<file path="src/rtl/escaped_tag_stripper_top_macros.svh">
// Assertion macros used by the lookahead window of the escaped tag stripper RTL.
`ifndef ESCAPED_TAG_STRIPPER_TOP_MACROS_SVH
`define ESCAPED_TAG_STRIPPER_TOP_MACROS_SVH

// Plain invariant, checked on every rising clock edge outside reset.
`define ETS_ASSERT(lbl, prop, msg) \
  lbl: assert property (@(posedge clk_i) disable iff (!rst_ni) (prop)) else $error(msg);

// Same-cycle implication.
`define ETS_ASSERT_IMP(lbl, pre, post, msg) \
  lbl: assert property (@(posedge clk_i) disable iff (!rst_ni) (pre) |-> (post)) else $error(msg);

// Next-cycle implication.
`define ETS_ASSERT_NXT(lbl, pre, post, msg) \
  lbl: assert property (@(posedge clk_i) disable iff (!rst_ni) (pre) |=> (post)) else $error(msg);

`endif

</file>
<file path="src/rtl/ets_pkg.sv">
// Shared constants and types of the escaped tag stripper.
package ets_pkg;

  localparam int unsigned LOOKAHEAD = 6;
  localparam int unsigned BUF_BYTES = 1024;
  localparam int unsigned WIN_DEPTH = 8;
  localparam int unsigned LEN_W     = 10;

  typedef logic [LEN_W-1:0] len_t;

  localparam int unsigned LEN_MAX   = (1 << LEN_W) - 1;
  localparam int unsigned CAP_CLAMP = (BUF_BYTES - 1 > LEN_MAX) ? LEN_MAX : BUF_BYTES - 1;
  localparam len_t        CAP_LEN   = len_t'(CAP_CLAMP);
  localparam len_t        MAX_LENGTH_RST = len_t'(LEN_MAX);

  localparam logic [7:0] CH_NL     = 8'd10;
  localparam logic [7:0] CH_SPACE  = 8'd32;
  localparam logic [7:0] CH_QUOTE  = 8'd34;
  localparam logic [7:0] CH_AMP    = 8'd38;
  localparam logic [7:0] CH_LBRK   = 8'd91;
  localparam logic [7:0] CH_RBRK   = 8'd93;
  localparam logic [7:0] CH_B      = 8'd98;
  localparam logic [7:0] CH_G      = 8'd103;
  localparam logic [7:0] CH_L      = 8'd108;
  localparam logic [7:0] CH_R      = 8'd114;
  localparam logic [7:0] CH_T      = 8'd116;
  localparam logic [7:0] CH_LBRACE = 8'd123;
  localparam logic [7:0] CH_BAR    = 8'd124;

  // One held input byte; fs marks the first byte of a field.
  typedef struct packed {
    logic       fs;
    logic [7:0] data;
  } win_entry_t;

  // One result beat.
  typedef struct packed {
    logic [7:0] out_byte;
    logic       last;
  } res_t;

endpackage

</file>
<file path="src/rtl/ets_stream_if.sv">
// Valid/ready stream interfaces for the input bytes and the cleaned bytes.
interface ets_in_if;
  logic       valid;
  logic       ready;
  logic       field_start;
  logic [7:0] data_byte;

  modport source (output valid, output field_start, output data_byte, input ready);
  modport sink   (input valid, input field_start, input data_byte, output ready);
endinterface

interface ets_out_if;
  logic       valid;
  logic       ready;
  logic [7:0] out_byte;
  logic       last;

  modport source (output valid, output out_byte, output last, input ready);
  modport sink   (input valid, input out_byte, input last, output ready);
endinterface

</file>
<file path="src/rtl/escaped_tag_stripper_top.sv">
// A byte that decides alone passes the window register, then the result register; an '&'
// that may open "&lt" or "&gt" is held until up to 5 following bytes (or the next field) land.
// Throughput: one byte per cycle while the result register is free and the head need not wait,
// set by the single decision on the window head; a tag closer before a non-space byte adds another.
// Reset (async, active low): window empty, field state cleared as at a field start,
// max_length back to 1023, no result beat pending.
module escaped_tag_stripper_top #(
  parameter int unsigned WIN_DEPTH = ets_pkg::WIN_DEPTH  // held bytes, at least LOOKAHEAD
) (
  input  logic                 clk_i,
  input  logic                 rst_ni,
  input  logic                 cfg_we_i,
  input  ets_pkg::len_t        cfg_wdata_i,
  ets_in_if.sink               in_i,
  ets_out_if.source            out_o
);

  localparam int unsigned CntW = $clog2(WIN_DEPTH + 1);

  ets_pkg::len_t       max_length_q;
  ets_pkg::win_entry_t push_data;
  ets_pkg::win_entry_t win_ent [WIN_DEPTH];
  logic [CntW-1:0]     win_cnt;
  logic                win_full, push;
  logic [1:0]          pop;
  logic                res_valid, can_ld, out_valid;
  ets_pkg::res_t       res, out_res;

  // Single config register; the user must write it only while the block is idle (not enforced here).
  always_ff @(posedge clk_i or negedge rst_ni) begin
    if (!rst_ni) begin
      max_length_q <= ets_pkg::MAX_LENGTH_RST;
    end else if (cfg_we_i) begin
      max_length_q <= cfg_wdata_i;
    end
  end

  // Input beats go straight into the window; ready only depends on its fill,
  // so a waiting result never blocks intake until the window itself is full.
  assign in_i.ready        = !win_full;
  assign push              = in_i.valid && !win_full;
  assign push_data.fs      = in_i.field_start;
  assign push_data.data    = in_i.data_byte;

  ets_window #(
    .WIN_DEPTH (WIN_DEPTH)
  ) u_window (
    .clk_i       (clk_i),
    .rst_ni      (rst_ni),
    .push_i      (push),
    .push_data_i (push_data),
    .pop_i       (pop),
    .full_o      (win_full),
    .ent_o       (win_ent),
    .count_o     (win_cnt)
  );

  // Decision on the window head: consumes 0, 1 or 3 bytes and makes at most
  // one result beat. Bytes after a field start count as absent for the head,
  // which flushes the previous field without waiting.
  ets_engine #(
    .WIN_DEPTH (WIN_DEPTH)
  ) u_engine (
    .clk_i        (clk_i),
    .rst_ni       (rst_ni),
    .max_length_i (max_length_q),
    .ent_i        (win_ent),
    .count_i      (win_cnt),
    .fire_i       (can_ld),
    .pop_o        (pop),
    .res_valid_o  (res_valid),
    .res_o        (res)
  );

  // Result register; the engine only advances when it can take a beat.
  ets_outreg u_outreg (
    .clk_i       (clk_i),
    .rst_ni      (rst_ni),
    .ld_i        (res_valid),
    .ld_res_i    (res),
    .can_ld_o    (can_ld),
    .out_valid_o (out_valid),
    .out_res_o   (out_res),
    .out_ready_i (out_o.ready)
  );

  assign out_o.valid    = out_valid;
  assign out_o.out_byte = out_res.out_byte;
  assign out_o.last     = out_res.last;

endmodule

</file>
<file path="src/rtl/ets_window.sv">
// Lookahead window: shift buffer of held input bytes with pop of 0, 1 or 3.
`include "escaped_tag_stripper_top_macros.svh"

module ets_window #(
  parameter int unsigned WIN_DEPTH = ets_pkg::WIN_DEPTH
) (
  input  logic                           clk_i,
  input  logic                           rst_ni,
  input  logic                           push_i,
  input  ets_pkg::win_entry_t            push_data_i,
  input  logic [1:0]                     pop_i,
  output logic                           full_o,
  output ets_pkg::win_entry_t            ent_o [WIN_DEPTH],
  output logic [$clog2(WIN_DEPTH+1)-1:0] count_o
);

  localparam int unsigned CntW = $clog2(WIN_DEPTH + 1);
  localparam int unsigned IdxW = $clog2(WIN_DEPTH);

  ets_pkg::win_entry_t ent_q [WIN_DEPTH];
  ets_pkg::win_entry_t ent_d [WIN_DEPTH];
  logic [CntW-1:0]     cnt_q, cnt_d;
  logic [CntW-1:0]     cnt_rem;
  logic [IdxW-1:0]     wr_idx;

  always_comb begin
    for (int i = 0; i < WIN_DEPTH; i++) begin
      ent_d[i] = ent_q[i];
      case (pop_i)
        2'd1: begin
          if (i + 1 < WIN_DEPTH) ent_d[i] = ent_q[i+1];
        end
        2'd3: begin
          if (i + 3 < WIN_DEPTH) ent_d[i] = ent_q[i+3];
        end
        default: ent_d[i] = ent_q[i];
      endcase
    end
    cnt_rem = cnt_q - CntW'(pop_i);
    wr_idx  = cnt_rem[IdxW-1:0];
    if (push_i) ent_d[wr_idx] = push_data_i;
    cnt_d = cnt_rem + CntW'(push_i);
  end

  always_ff @(posedge clk_i or negedge rst_ni) begin
    if (!rst_ni) begin
      cnt_q <= '0;
    end else begin
      cnt_q <= cnt_d;
    end
  end

  always_ff @(posedge clk_i) begin
    ent_q <= ent_d;
  end

  assign ent_o   = ent_q;
  assign count_o = cnt_q;
  assign full_o  = (cnt_q == CntW'(WIN_DEPTH));

  `ETS_ASSERT(a_cnt_bound, cnt_q <= CntW'(WIN_DEPTH), "window count over depth")
  `ETS_ASSERT(a_pop_le_cnt, CntW'(pop_i) <= cnt_q, "pop larger than held bytes")
  `ETS_ASSERT_IMP(a_no_push_full, full_o, !push_i, "push into full window")
  `ETS_ASSERT_NXT(a_cnt_grow, push_i && (pop_i == 2'd0), cnt_q == $past(cnt_q) + 1'b1, "count lost a push")

endmodule

</file>
<file path="src/rtl/ets_engine.sv">
// Field state and one decision per cycle on the head of the window while the result register can take a beat.
module ets_engine #(
  parameter int unsigned WIN_DEPTH = ets_pkg::WIN_DEPTH
) (
  input  logic                           clk_i,
  input  logic                           rst_ni,
  input  ets_pkg::len_t                  max_length_i,
  input  ets_pkg::win_entry_t            ent_i [WIN_DEPTH],
  input  logic [$clog2(WIN_DEPTH+1)-1:0] count_i,
  input  logic                           fire_i,
  output logic [1:0]                     pop_o,
  output logic                           res_valid_o,
  output ets_pkg::res_t                  res_o
);

  localparam int unsigned CntW = $clog2(WIN_DEPTH + 1);
  localparam int unsigned LaTop = ets_pkg::LOOKAHEAD - 1;

  typedef enum logic [2:0] {
    MODE_NORMAL = 3'b001,
    MODE_TAG    = 3'b010,
    MODE_DONE   = 3'b100
  } mode_e;

  typedef struct packed {
    mode_e         mode;
    logic [1:0]    drop;
    ets_pkg::len_t out_cnt;
    logic          at_start;
  } fld_t;

  localparam fld_t FldClear = '{mode: MODE_NORMAL, drop: 2'd0, out_cnt: '0, at_start: 1'b1};

  fld_t          st_q, st_d, eff, st_n;
  ets_pkg::len_t cap, cnt_inc;
  logic          has, stall, act, req, rend, emit_ok, fin, is_br, lt_head;
  logic [7:0]    b, rch;
  logic [1:0]    pop;
  logic [LaTop:1] vld, fsv, pres, wt;
  logic [LaTop:0] pre_fs;

  // Peek status: present, absent (later field already here) or wait.
  always_comb begin
    pre_fs[0] = 1'b0;
    for (int k = 1; k <= LaTop; k++) begin
      vld[k]    = (CntW'(k) < count_i);
      fsv[k]    = vld[k] & ent_i[k].fs;
      pre_fs[k] = pre_fs[k-1] | fsv[k];
      pres[k]   = vld[k] & ~pre_fs[k];
    end
    fin = pre_fs[LaTop];
    for (int k = 1; k <= LaTop; k++) begin
      wt[k] = ~pres[k] & ~fin;
    end
  end

  always_comb begin
    cap = (max_length_i > ets_pkg::CAP_LEN) ? ets_pkg::CAP_LEN : max_length_i;
    has = (count_i != '0);
    b   = ent_i[0].data;
    eff = (has && ent_i[0].fs) ? FldClear : st_q;

    is_br = pres[LaTop-1] && (ent_i[LaTop-1].data == ets_pkg::CH_B) &&
            pres[LaTop] && (ent_i[LaTop].data == ets_pkg::CH_R);
    lt_head = (b == ets_pkg::CH_AMP) && pres[1] && (ent_i[1].data == ets_pkg::CH_L);

    st_n  = eff;
    pop   = 2'd0;
    req   = 1'b0;
    rch   = b;
    rend  = 1'b0;
    stall = 1'b0;

    unique case (eff.mode)
      MODE_DONE: begin
        pop = 2'd1;
      end
      MODE_TAG: begin
        if (eff.drop == 2'd2) begin
          st_n.drop = 2'd1;
          pop       = 2'd1;
        end else if (eff.drop == 2'd1) begin
          st_n.drop = 2'd0;
          st_n.mode = MODE_NORMAL;
          pop       = (b == ets_pkg::CH_SPACE) ? 2'd1 : 2'd0;
        end else if (b != ets_pkg::CH_AMP) begin
          pop = 2'd1;
        end else if (wt[1]) begin
          stall = 1'b1;
        end else if (!pres[1] || ent_i[1].data != ets_pkg::CH_G) begin
          pop = 2'd1;
        end else if (wt[2]) begin
          stall = 1'b1;
        end else if (!pres[2] || ent_i[2].data != ets_pkg::CH_T) begin
          pop = 2'd1;
        end else begin
          st_n.drop = 2'd2;
          pop       = 2'd3;
        end
      end
      MODE_NORMAL: begin
        if (eff.drop == 2'd2) begin
          st_n.drop = 2'd1;
          pop       = 2'd1;
        end else if (eff.drop == 2'd1) begin
          st_n.drop = 2'd0;
          req       = 1'b1;
          pop       = 2'd1;
        end else if ((b == ets_pkg::CH_AMP) && wt[1]) begin
          stall = 1'b1;
        end else if (lt_head && wt[2]) begin
          stall = 1'b1;
        end else if (lt_head && pres[2] && (ent_i[2].data == ets_pkg::CH_T)) begin
          if (wt[LaTop-1] || wt[LaTop]) begin
            stall = 1'b1;
          end else begin
            req       = !eff.at_start;
            st_n.mode = MODE_TAG;
            pop       = 2'd3;
          end
        end else if ((b == ets_pkg::CH_LBRK) || (b == ets_pkg::CH_LBRACE)) begin
          st_n.drop = 2'd2;
          pop       = 2'd1;
        end else begin
          req = 1'b1;
          pop = 2'd1;
        end
      end
      default: begin
        st_n.mode = MODE_NORMAL;
      end
    endcase

    // Character for the emitted beat
    if (st_n.mode == MODE_TAG && req) begin
      rch = is_br ? ets_pkg::CH_SPACE : ets_pkg::CH_BAR;
    end else if ((b == ets_pkg::CH_NL) || (b == ets_pkg::CH_RBRK)) begin
      rch  = ets_pkg::CH_QUOTE;
      rend = 1'b1;
    end

    // Length cap
    cnt_inc = eff.out_cnt + ets_pkg::len_t'(1);
    emit_ok = 1'b0;
    if (req) begin
      if (eff.out_cnt >= cap) begin
        st_n.mode = MODE_DONE;
      end else begin
        st_n.out_cnt  = cnt_inc;
        st_n.at_start = 1'b0;
        emit_ok       = 1'b1;
        if (cnt_inc >= cap) rend = 1'b1;
        if (rend) st_n.mode = MODE_DONE;
      end
    end

    act  = fire_i && has && !stall;
    st_d = act ? st_n : st_q;
  end

  always_ff @(posedge clk_i or negedge rst_ni) begin
    if (!rst_ni) begin
      st_q <= FldClear;
    end else begin
      st_q <= st_d;
    end
  end

  assign pop_o          = act ? pop : 2'd0;
  assign res_valid_o    = act && emit_ok;
  assign res_o.out_byte = rch;
  assign res_o.last     = rend;

endmodule

</file>
<file path="src/rtl/ets_outreg.sv">
// Result register between the decision logic and the output channel.
module ets_outreg (
  input  logic          clk_i,
  input  logic          rst_ni,
  input  logic          ld_i,
  input  ets_pkg::res_t ld_res_i,
  output logic          can_ld_o,
  output logic          out_valid_o,
  output ets_pkg::res_t out_res_o,
  input  logic          out_ready_i
);

  logic          vld_q, vld_d;
  ets_pkg::res_t res_q;

  assign can_ld_o = !vld_q || out_ready_i;
  assign vld_d    = can_ld_o ? ld_i : vld_q;

  always_ff @(posedge clk_i or negedge rst_ni) begin
    if (!rst_ni) begin
      vld_q <= 1'b0;
    end else begin
      vld_q <= vld_d;
    end
  end

  always_ff @(posedge clk_i) begin
    if (ld_i && can_ld_o) res_q <= ld_res_i;
  end

  assign out_valid_o = vld_q;
  assign out_res_o   = res_q;

endmodule

</file>
<file path="src/flat_wrapper.sv">
// flat-port wrapper written by rule: the top's interface ports become plain ports
module escaped_tag_stripper_top_flat 
#(
  parameter int unsigned WIN_DEPTH = ets_pkg::WIN_DEPTH                                   
)
  (clk_i, rst_ni, cfg_we_i, cfg_wdata_i, in_i_valid, in_i_field_start, in_i_data_byte, in_i_ready, out_o_valid, out_o_out_byte, out_o_last, out_o_ready);
  ets_in_if in_i_i ();
  ets_out_if out_o_i ();
  input  logic clk_i;
  input  logic rst_ni;
  input  logic cfg_we_i;
  input  ets_pkg::len_t cfg_wdata_i;
  input wire logic [$bits(in_i_i.valid)-1:0] in_i_valid;
  input wire logic [$bits(in_i_i.field_start)-1:0] in_i_field_start;
  input wire logic [$bits(in_i_i.data_byte)-1:0] in_i_data_byte;
  output wire logic [$bits(in_i_i.ready)-1:0] in_i_ready;
  output wire logic [$bits(out_o_i.valid)-1:0] out_o_valid;
  output wire logic [$bits(out_o_i.out_byte)-1:0] out_o_out_byte;
  output wire logic [$bits(out_o_i.last)-1:0] out_o_last;
  input wire logic [$bits(out_o_i.ready)-1:0] out_o_ready;
  assign in_i_i.valid = in_i_valid;
  assign in_i_i.field_start = in_i_field_start;
  assign in_i_i.data_byte = in_i_data_byte;
  assign in_i_ready = in_i_i.ready;
  assign out_o_valid = out_o_i.valid;
  assign out_o_out_byte = out_o_i.out_byte;
  assign out_o_last = out_o_i.last;
  assign out_o_i.ready = out_o_ready;
  escaped_tag_stripper_top #(.WIN_DEPTH(WIN_DEPTH)) u_core (.clk_i(clk_i), .rst_ni(rst_ni), .cfg_we_i(cfg_we_i), .cfg_wdata_i(cfg_wdata_i), .in_i(in_i_i), .out_o(out_o_i));
endmodule
</file>
<file path="config.mk">
export PLATFORM = sky130hd
export DESIGN_NAME = escaped_tag_stripper_top_flat
export DESIGN_NICKNAME = d
export VERILOG_FILES = /design/src/rtl/ets_pkg.sv /design/src/rtl/ets_stream_if.sv /design/src/rtl/escaped_tag_stripper_top.sv /design/src/rtl/ets_window.sv /design/src/rtl/ets_engine.sv /design/src/rtl/ets_outreg.sv /design/src/flat_wrapper.sv
export VERILOG_INCLUDE_DIRS = /design/src /design/src/rtl
export SDC_FILE = /design/constraint.sdc
export NUM_CORES = 1
export LEC_CHECK = 0
export BUFFER_PORTS_ARGS = -buffer_cell sky130_fd_sc_hd__buf_2
export CAP_MARGIN = 20
export CORE_MARGIN = 8
export CORE_UTILIZATION = 40
export CTS_BUF_LIST = sky130_fd_sc_hd__clkbuf_16
export DETAILED_ROUTE_END_ITERATION = 8
export PLACE_DENSITY = 0.69
export SLEW_MARGIN = 20
export SYNTH_ARGS = -nofsm -noshare
export SYNTH_HDL_FRONTEND = slang
export SYNTH_SLANG_ARGS = --single-unit
</file>
<file path="constraint.sdc">
create_clock -name clk_i -period 3.6 [get_ports clk_i]
set_input_delay 0.54 -clock clk_i [delete_from_list [all_inputs] [get_ports clk_i]]
set_output_delay 0.54 -clock clk_i [all_outputs]
set_load 0.03 [all_outputs]
</file>
==> key figures <==
Status
  • Outcome: completed

Cells and area
  • Antenna Cells: 0
  • Final Util: between 40% and 50%
  • Filler-free cell count of the finished design: between 1k and 1.5k
  • Area Overhead vs Synth: 23.23%
  • Final design instance area without fill: between 8000 and 9000 µm²
  • Share of cells above drive strength 1: 24.91%
  • # nets final: around 900

Synth
  • Most used DFF post-synth: dfxtp_1
  • Register area share after synthesis: roughly 39%
  • Ys Warns: 0
  • Avg Inst Size Synth: about 8.6 µm²
  • Synthesized area: 6648 µm²
  • Syn nets: 819
  • Mapped Cells: slightly below 800
  • Yosys reg bits: between 100 and 150
  • Synth async-reset ratio: between 20% and 30%
  • Post-synth EDFFs: 18
  • Synth unique cells: 83

STA
  • Hold slack: 0.2306 ns
  • Slew Limit Fails: 0
  • Least-Margin Pin Slew: about 0.77 ns
  • Crit path time final: 3.579 ns
  • Unrepaired setup endpoints after global routing: true
  • Final WS setup: roughly 0.021 ns
  • Max Freq: between 0.2 and 0.3 GHz
  • Part of the cycle the worst path needs: between 90% and 100%
  • Final hold viol count: 0
  • Relative slew slack: around half
  • Clock Skew: 0.01797 ns
  • Final setup viols: 0

Worst setup path
  • Kind of critical path: reg2reg
  • CP Capture Point: u_core.u_window.ent_o[64]
  • R2R cell count: 16
  • Cell Chain, Critical Path: buf_6, a211o_1, and2_4, a2111oi_4, buf_4, a32oi_4, buf_6, and3b_2, fa_2, buf_6, xnor2_4, nand3_2, buf_6, buf_6, a21boi_1, a31oi_1
  • Most frequent CP cell: buf_6
  • Reg-to-Reg End: u_core.u_window.ent_o[64]
  • Crit path from: u_core.u_window.count_o[2]
  • Cell with the largest stage delay on the worst path: a2111oi_4
  • Worst-path fanout max: 7
  • Crit end category: flip-flop
  • Reg-to-reg startpoint: u_core.u_window.count_o[2]
  • Startpoint types: flip-flop
  • Crit path DAT: just under 4 ns
  • Data required time of the critical path: 3.88 ns
  • Worst R2R Setup Slack: ~0.021 ns
  • Critical path's largest stage delay: 0.43 ns

Power and ir drop
  • VDD IR max: just over 0.0009 V
  • Pwr/cell area: approximately 1000 nW/µm²
  • Total leakage power: 3.497 nW

Floorplan
  • Die span in x: around 140 µm
  • Die area: approximately 21000 µm²
  • Initial Utilization: about two fifths
  • Die Y: 144.9 µm
  • Core Area: approximately 16000 µm²
  • Boundary pin count: 35
  • Number of cell rows: 47

Global route
  • Largest net degree at the start of global routing: 61
  • Vias in the first global route: ~5.7k
  • Initial antenna violation count: 0
  • GRT Total Usage: about 17%
  • Total congestion overflow: 0
  • First-pass GRT wire length: 29660 µm

Placement
  • Placed cell count: between 1k and 1.5k
  • DP HPWL: roughly 13000 µm
  • IO buf count: 34
  • DP Worst Slack: -0.1350 ns
  • GPL Wtd Cong: 0.8960
  • Dpl cell area: approximately 7500 µm²

Clock network
  • H-Tree Depth: 3
  • Hold-fix buffers, CTS: 0
  • Cts bufs inserted: 9
  • Clk_lat worst skew: approximately 0.37 ns
  • Root buffer cell: clkbuf_16
  • CTS tree: built
  • Clock Sinks: roughly 110
  • Clk slew on worst S/H paths: 0.09 ns
  • Clk buf depth: 2

Flow run
  • Max-Cap Viols: 0

Drt
  • Average vias per placed instance: between 5 and 6
  • Post-DRT Antenna Nets: 0
  • Via Count: about 6k
  • Drt wl/cell: 17.13 µm
  • Drt total wl: roughly 19000 µm
  • First DRT Iteration DRCs: 509
  • DRC: 0
  • DR pass1 iterations: 5

Hold path
  • Worst hold path class: in2async
registers in the layout, summed over array words and instances, names as in the netlist, named ones only:
| name | cells |
|---|---|
| u_core.u_window.ent_o | 63 |
| u_core.u_engine.st_q | 16 |
| u_core.max_length_q | 10 |
| u_core.u_outreg.out_res_o | 9 |
| u_core.u_window.count_o | 4 |
| u_core.u_outreg.out_valid_o | 1 |
cells by family (layout without fill, tap and decap cells):
kind of cell	Yosys count	in the layout	share of synthesized area (%)
AOI/OAI and AO/OA	208	208	22.64
xor gates and xnor gates	14	14	1.845
adders and majority gates	26	26	5.007
buffers and inverters	81	179	5.759
DFF	112	112	39.00
muxes	13	13	2.033
and+or+nand+nor	315	315	23.72
worst max-delay path: cells and delay by family (launching register included):
| family | cells | cell delay (ns) |
|---|---|---|
| AOI/OAI and AO/OA | 5 | 1.04 |
| buffers and inverters | 6 | 0.87 |
| and+or+nand+nor | 3 | 0.52 |
| DFF | 1 | 0.41 |
| adders and majority gates | 1 | 0.40 |
| xor gates and xnor gates | 1 | 0.24 |
Yosys cell counts, drive strengths merged, types with 4 or more instances:
cell type	count	share of area, %
buf	21	2.3
or3	5	0.47
dfstp	12	4.7
xor2	5	0.66
and3	9	0.85
o31ai	8	0.98
nand3	70	5.5
nand4	8	0.85
mux2	4	0.68
nand2b	8	0.75
clkbuf	29	1.7
and2	10	0.94
mux2i	9	1.4
edfxtp	18	8.1
ha	25	4.7
dfrtp	19	7.2
inv	30	1.7
dfxtp	63	19
nor2b	6	0.68
xnor2	9	1.2
a21o	7	0.79
a21boi	41	4.6
a21oi	5	0.38
nor4	6	0.56
nor3	8	1.2
a31oi	65	6.1
nand2	84	4.7
o211ai	5	0.77
o21ai	41	3.1
a211oi	6	0.68
nor2	81	4.6
placed cells by master, fill, tap and decap left out, drive strengths merged, types with 4 or more instances in the layout:
cell type  netlist  layout
mux2             4       4
nand3           70      70
a21boi          41      41
nor2            81      81
inv             30      33
nor2b            6       6
and2            10      10
nand2b           8       8
dfrtp           19      19
and3             9       9
edfxtp          18      18
buf             21     132
ha              25      25
o31ai            8       8
nor4             6       6
a21o             7       7
dfstp           12      12
a31oi           65      65
o21ai           41      41
dfxtp           63      63
or3              5       5
clkbuf          29       9
a21oi            5       5
nand4            8       8
o211ai           5       5
xnor2            9       9
mux2i            9       9
nand2           84      84
xor2             5       5
a211oi           6       6
nor3             8       8
power by group:
group          switching (mW)  internal (mW)
sequential              0.475           1.92
combinational            2.59           2.09
clock                   0.521          0.634
total                    3.58           4.64
routing by layer:
layer / global-route usage [%] / part of all wire, % / vias to the layer above
li1: - / - / 2984
met1: 23.58 / 45 / 2955
met2: 26.05 / 47 / 215
met3: 3.296 / 6.3 / 25
met4: 4.629 / 1.6 / 0
met5: 0 / 0 / -
repair_timing:
action / CTS / global route
buffers inserted: 0 / 16
gates resized for setup: 4 / 40
setup endpoints to repair: 24 / 96
pin swaps: 0 / 25
cell type report:
| cell class | count | area [µm²] |
|---|---|---|
| multi-input cells | 576 | 3854 |
| clock buffers | 9 | 225.2 |
| repair buffers | 132 | 1002 |
| flip-flops and latches | 112 | 2592 |
| well taps | 220 | 275.3 |
| inverters | 31 | 118.9 |
| clock inverters | 7 | 123.9 |
| fillers | 1498 | 8215 |
through the flow:
step | setup TNS, ns | total power [mW]
floorplan | -0.2748 | 5.173
global placement | -0.9216 | 6.513
detailed placement | -1.202 | 6.581
CTS | 0 | 7.770
global route | -1.221 | 8.761
finish | 0 | 8.225
how the worst min path moves through the flow:
| stage | from | to | slack [ns] |
|---|---|---|---|
| 5_1_grt | rst_ni | u_core.u_window.count_o[0] | 0.29 |
| 3_3_place_gp | u_core.u_window.ent_o[50] | u_core.u_window.ent_o[50] | 0.47 |
| 6_report | rst_ni | u_core.u_window.count_o[1] | 0.23 |
| 4_1_cts | rst_ni | u_core.u_window.count_o[1] | 0.26 |
| 3_5_place_dp | u_core.u_window.ent_o[49] | u_core.u_window.ent_o[49] | 0.47 |
| 2_1_floorplan | rst_ni | u_core.u_engine.st_q[10] | 0.24 |
Power figures use the tool's default switching activity.
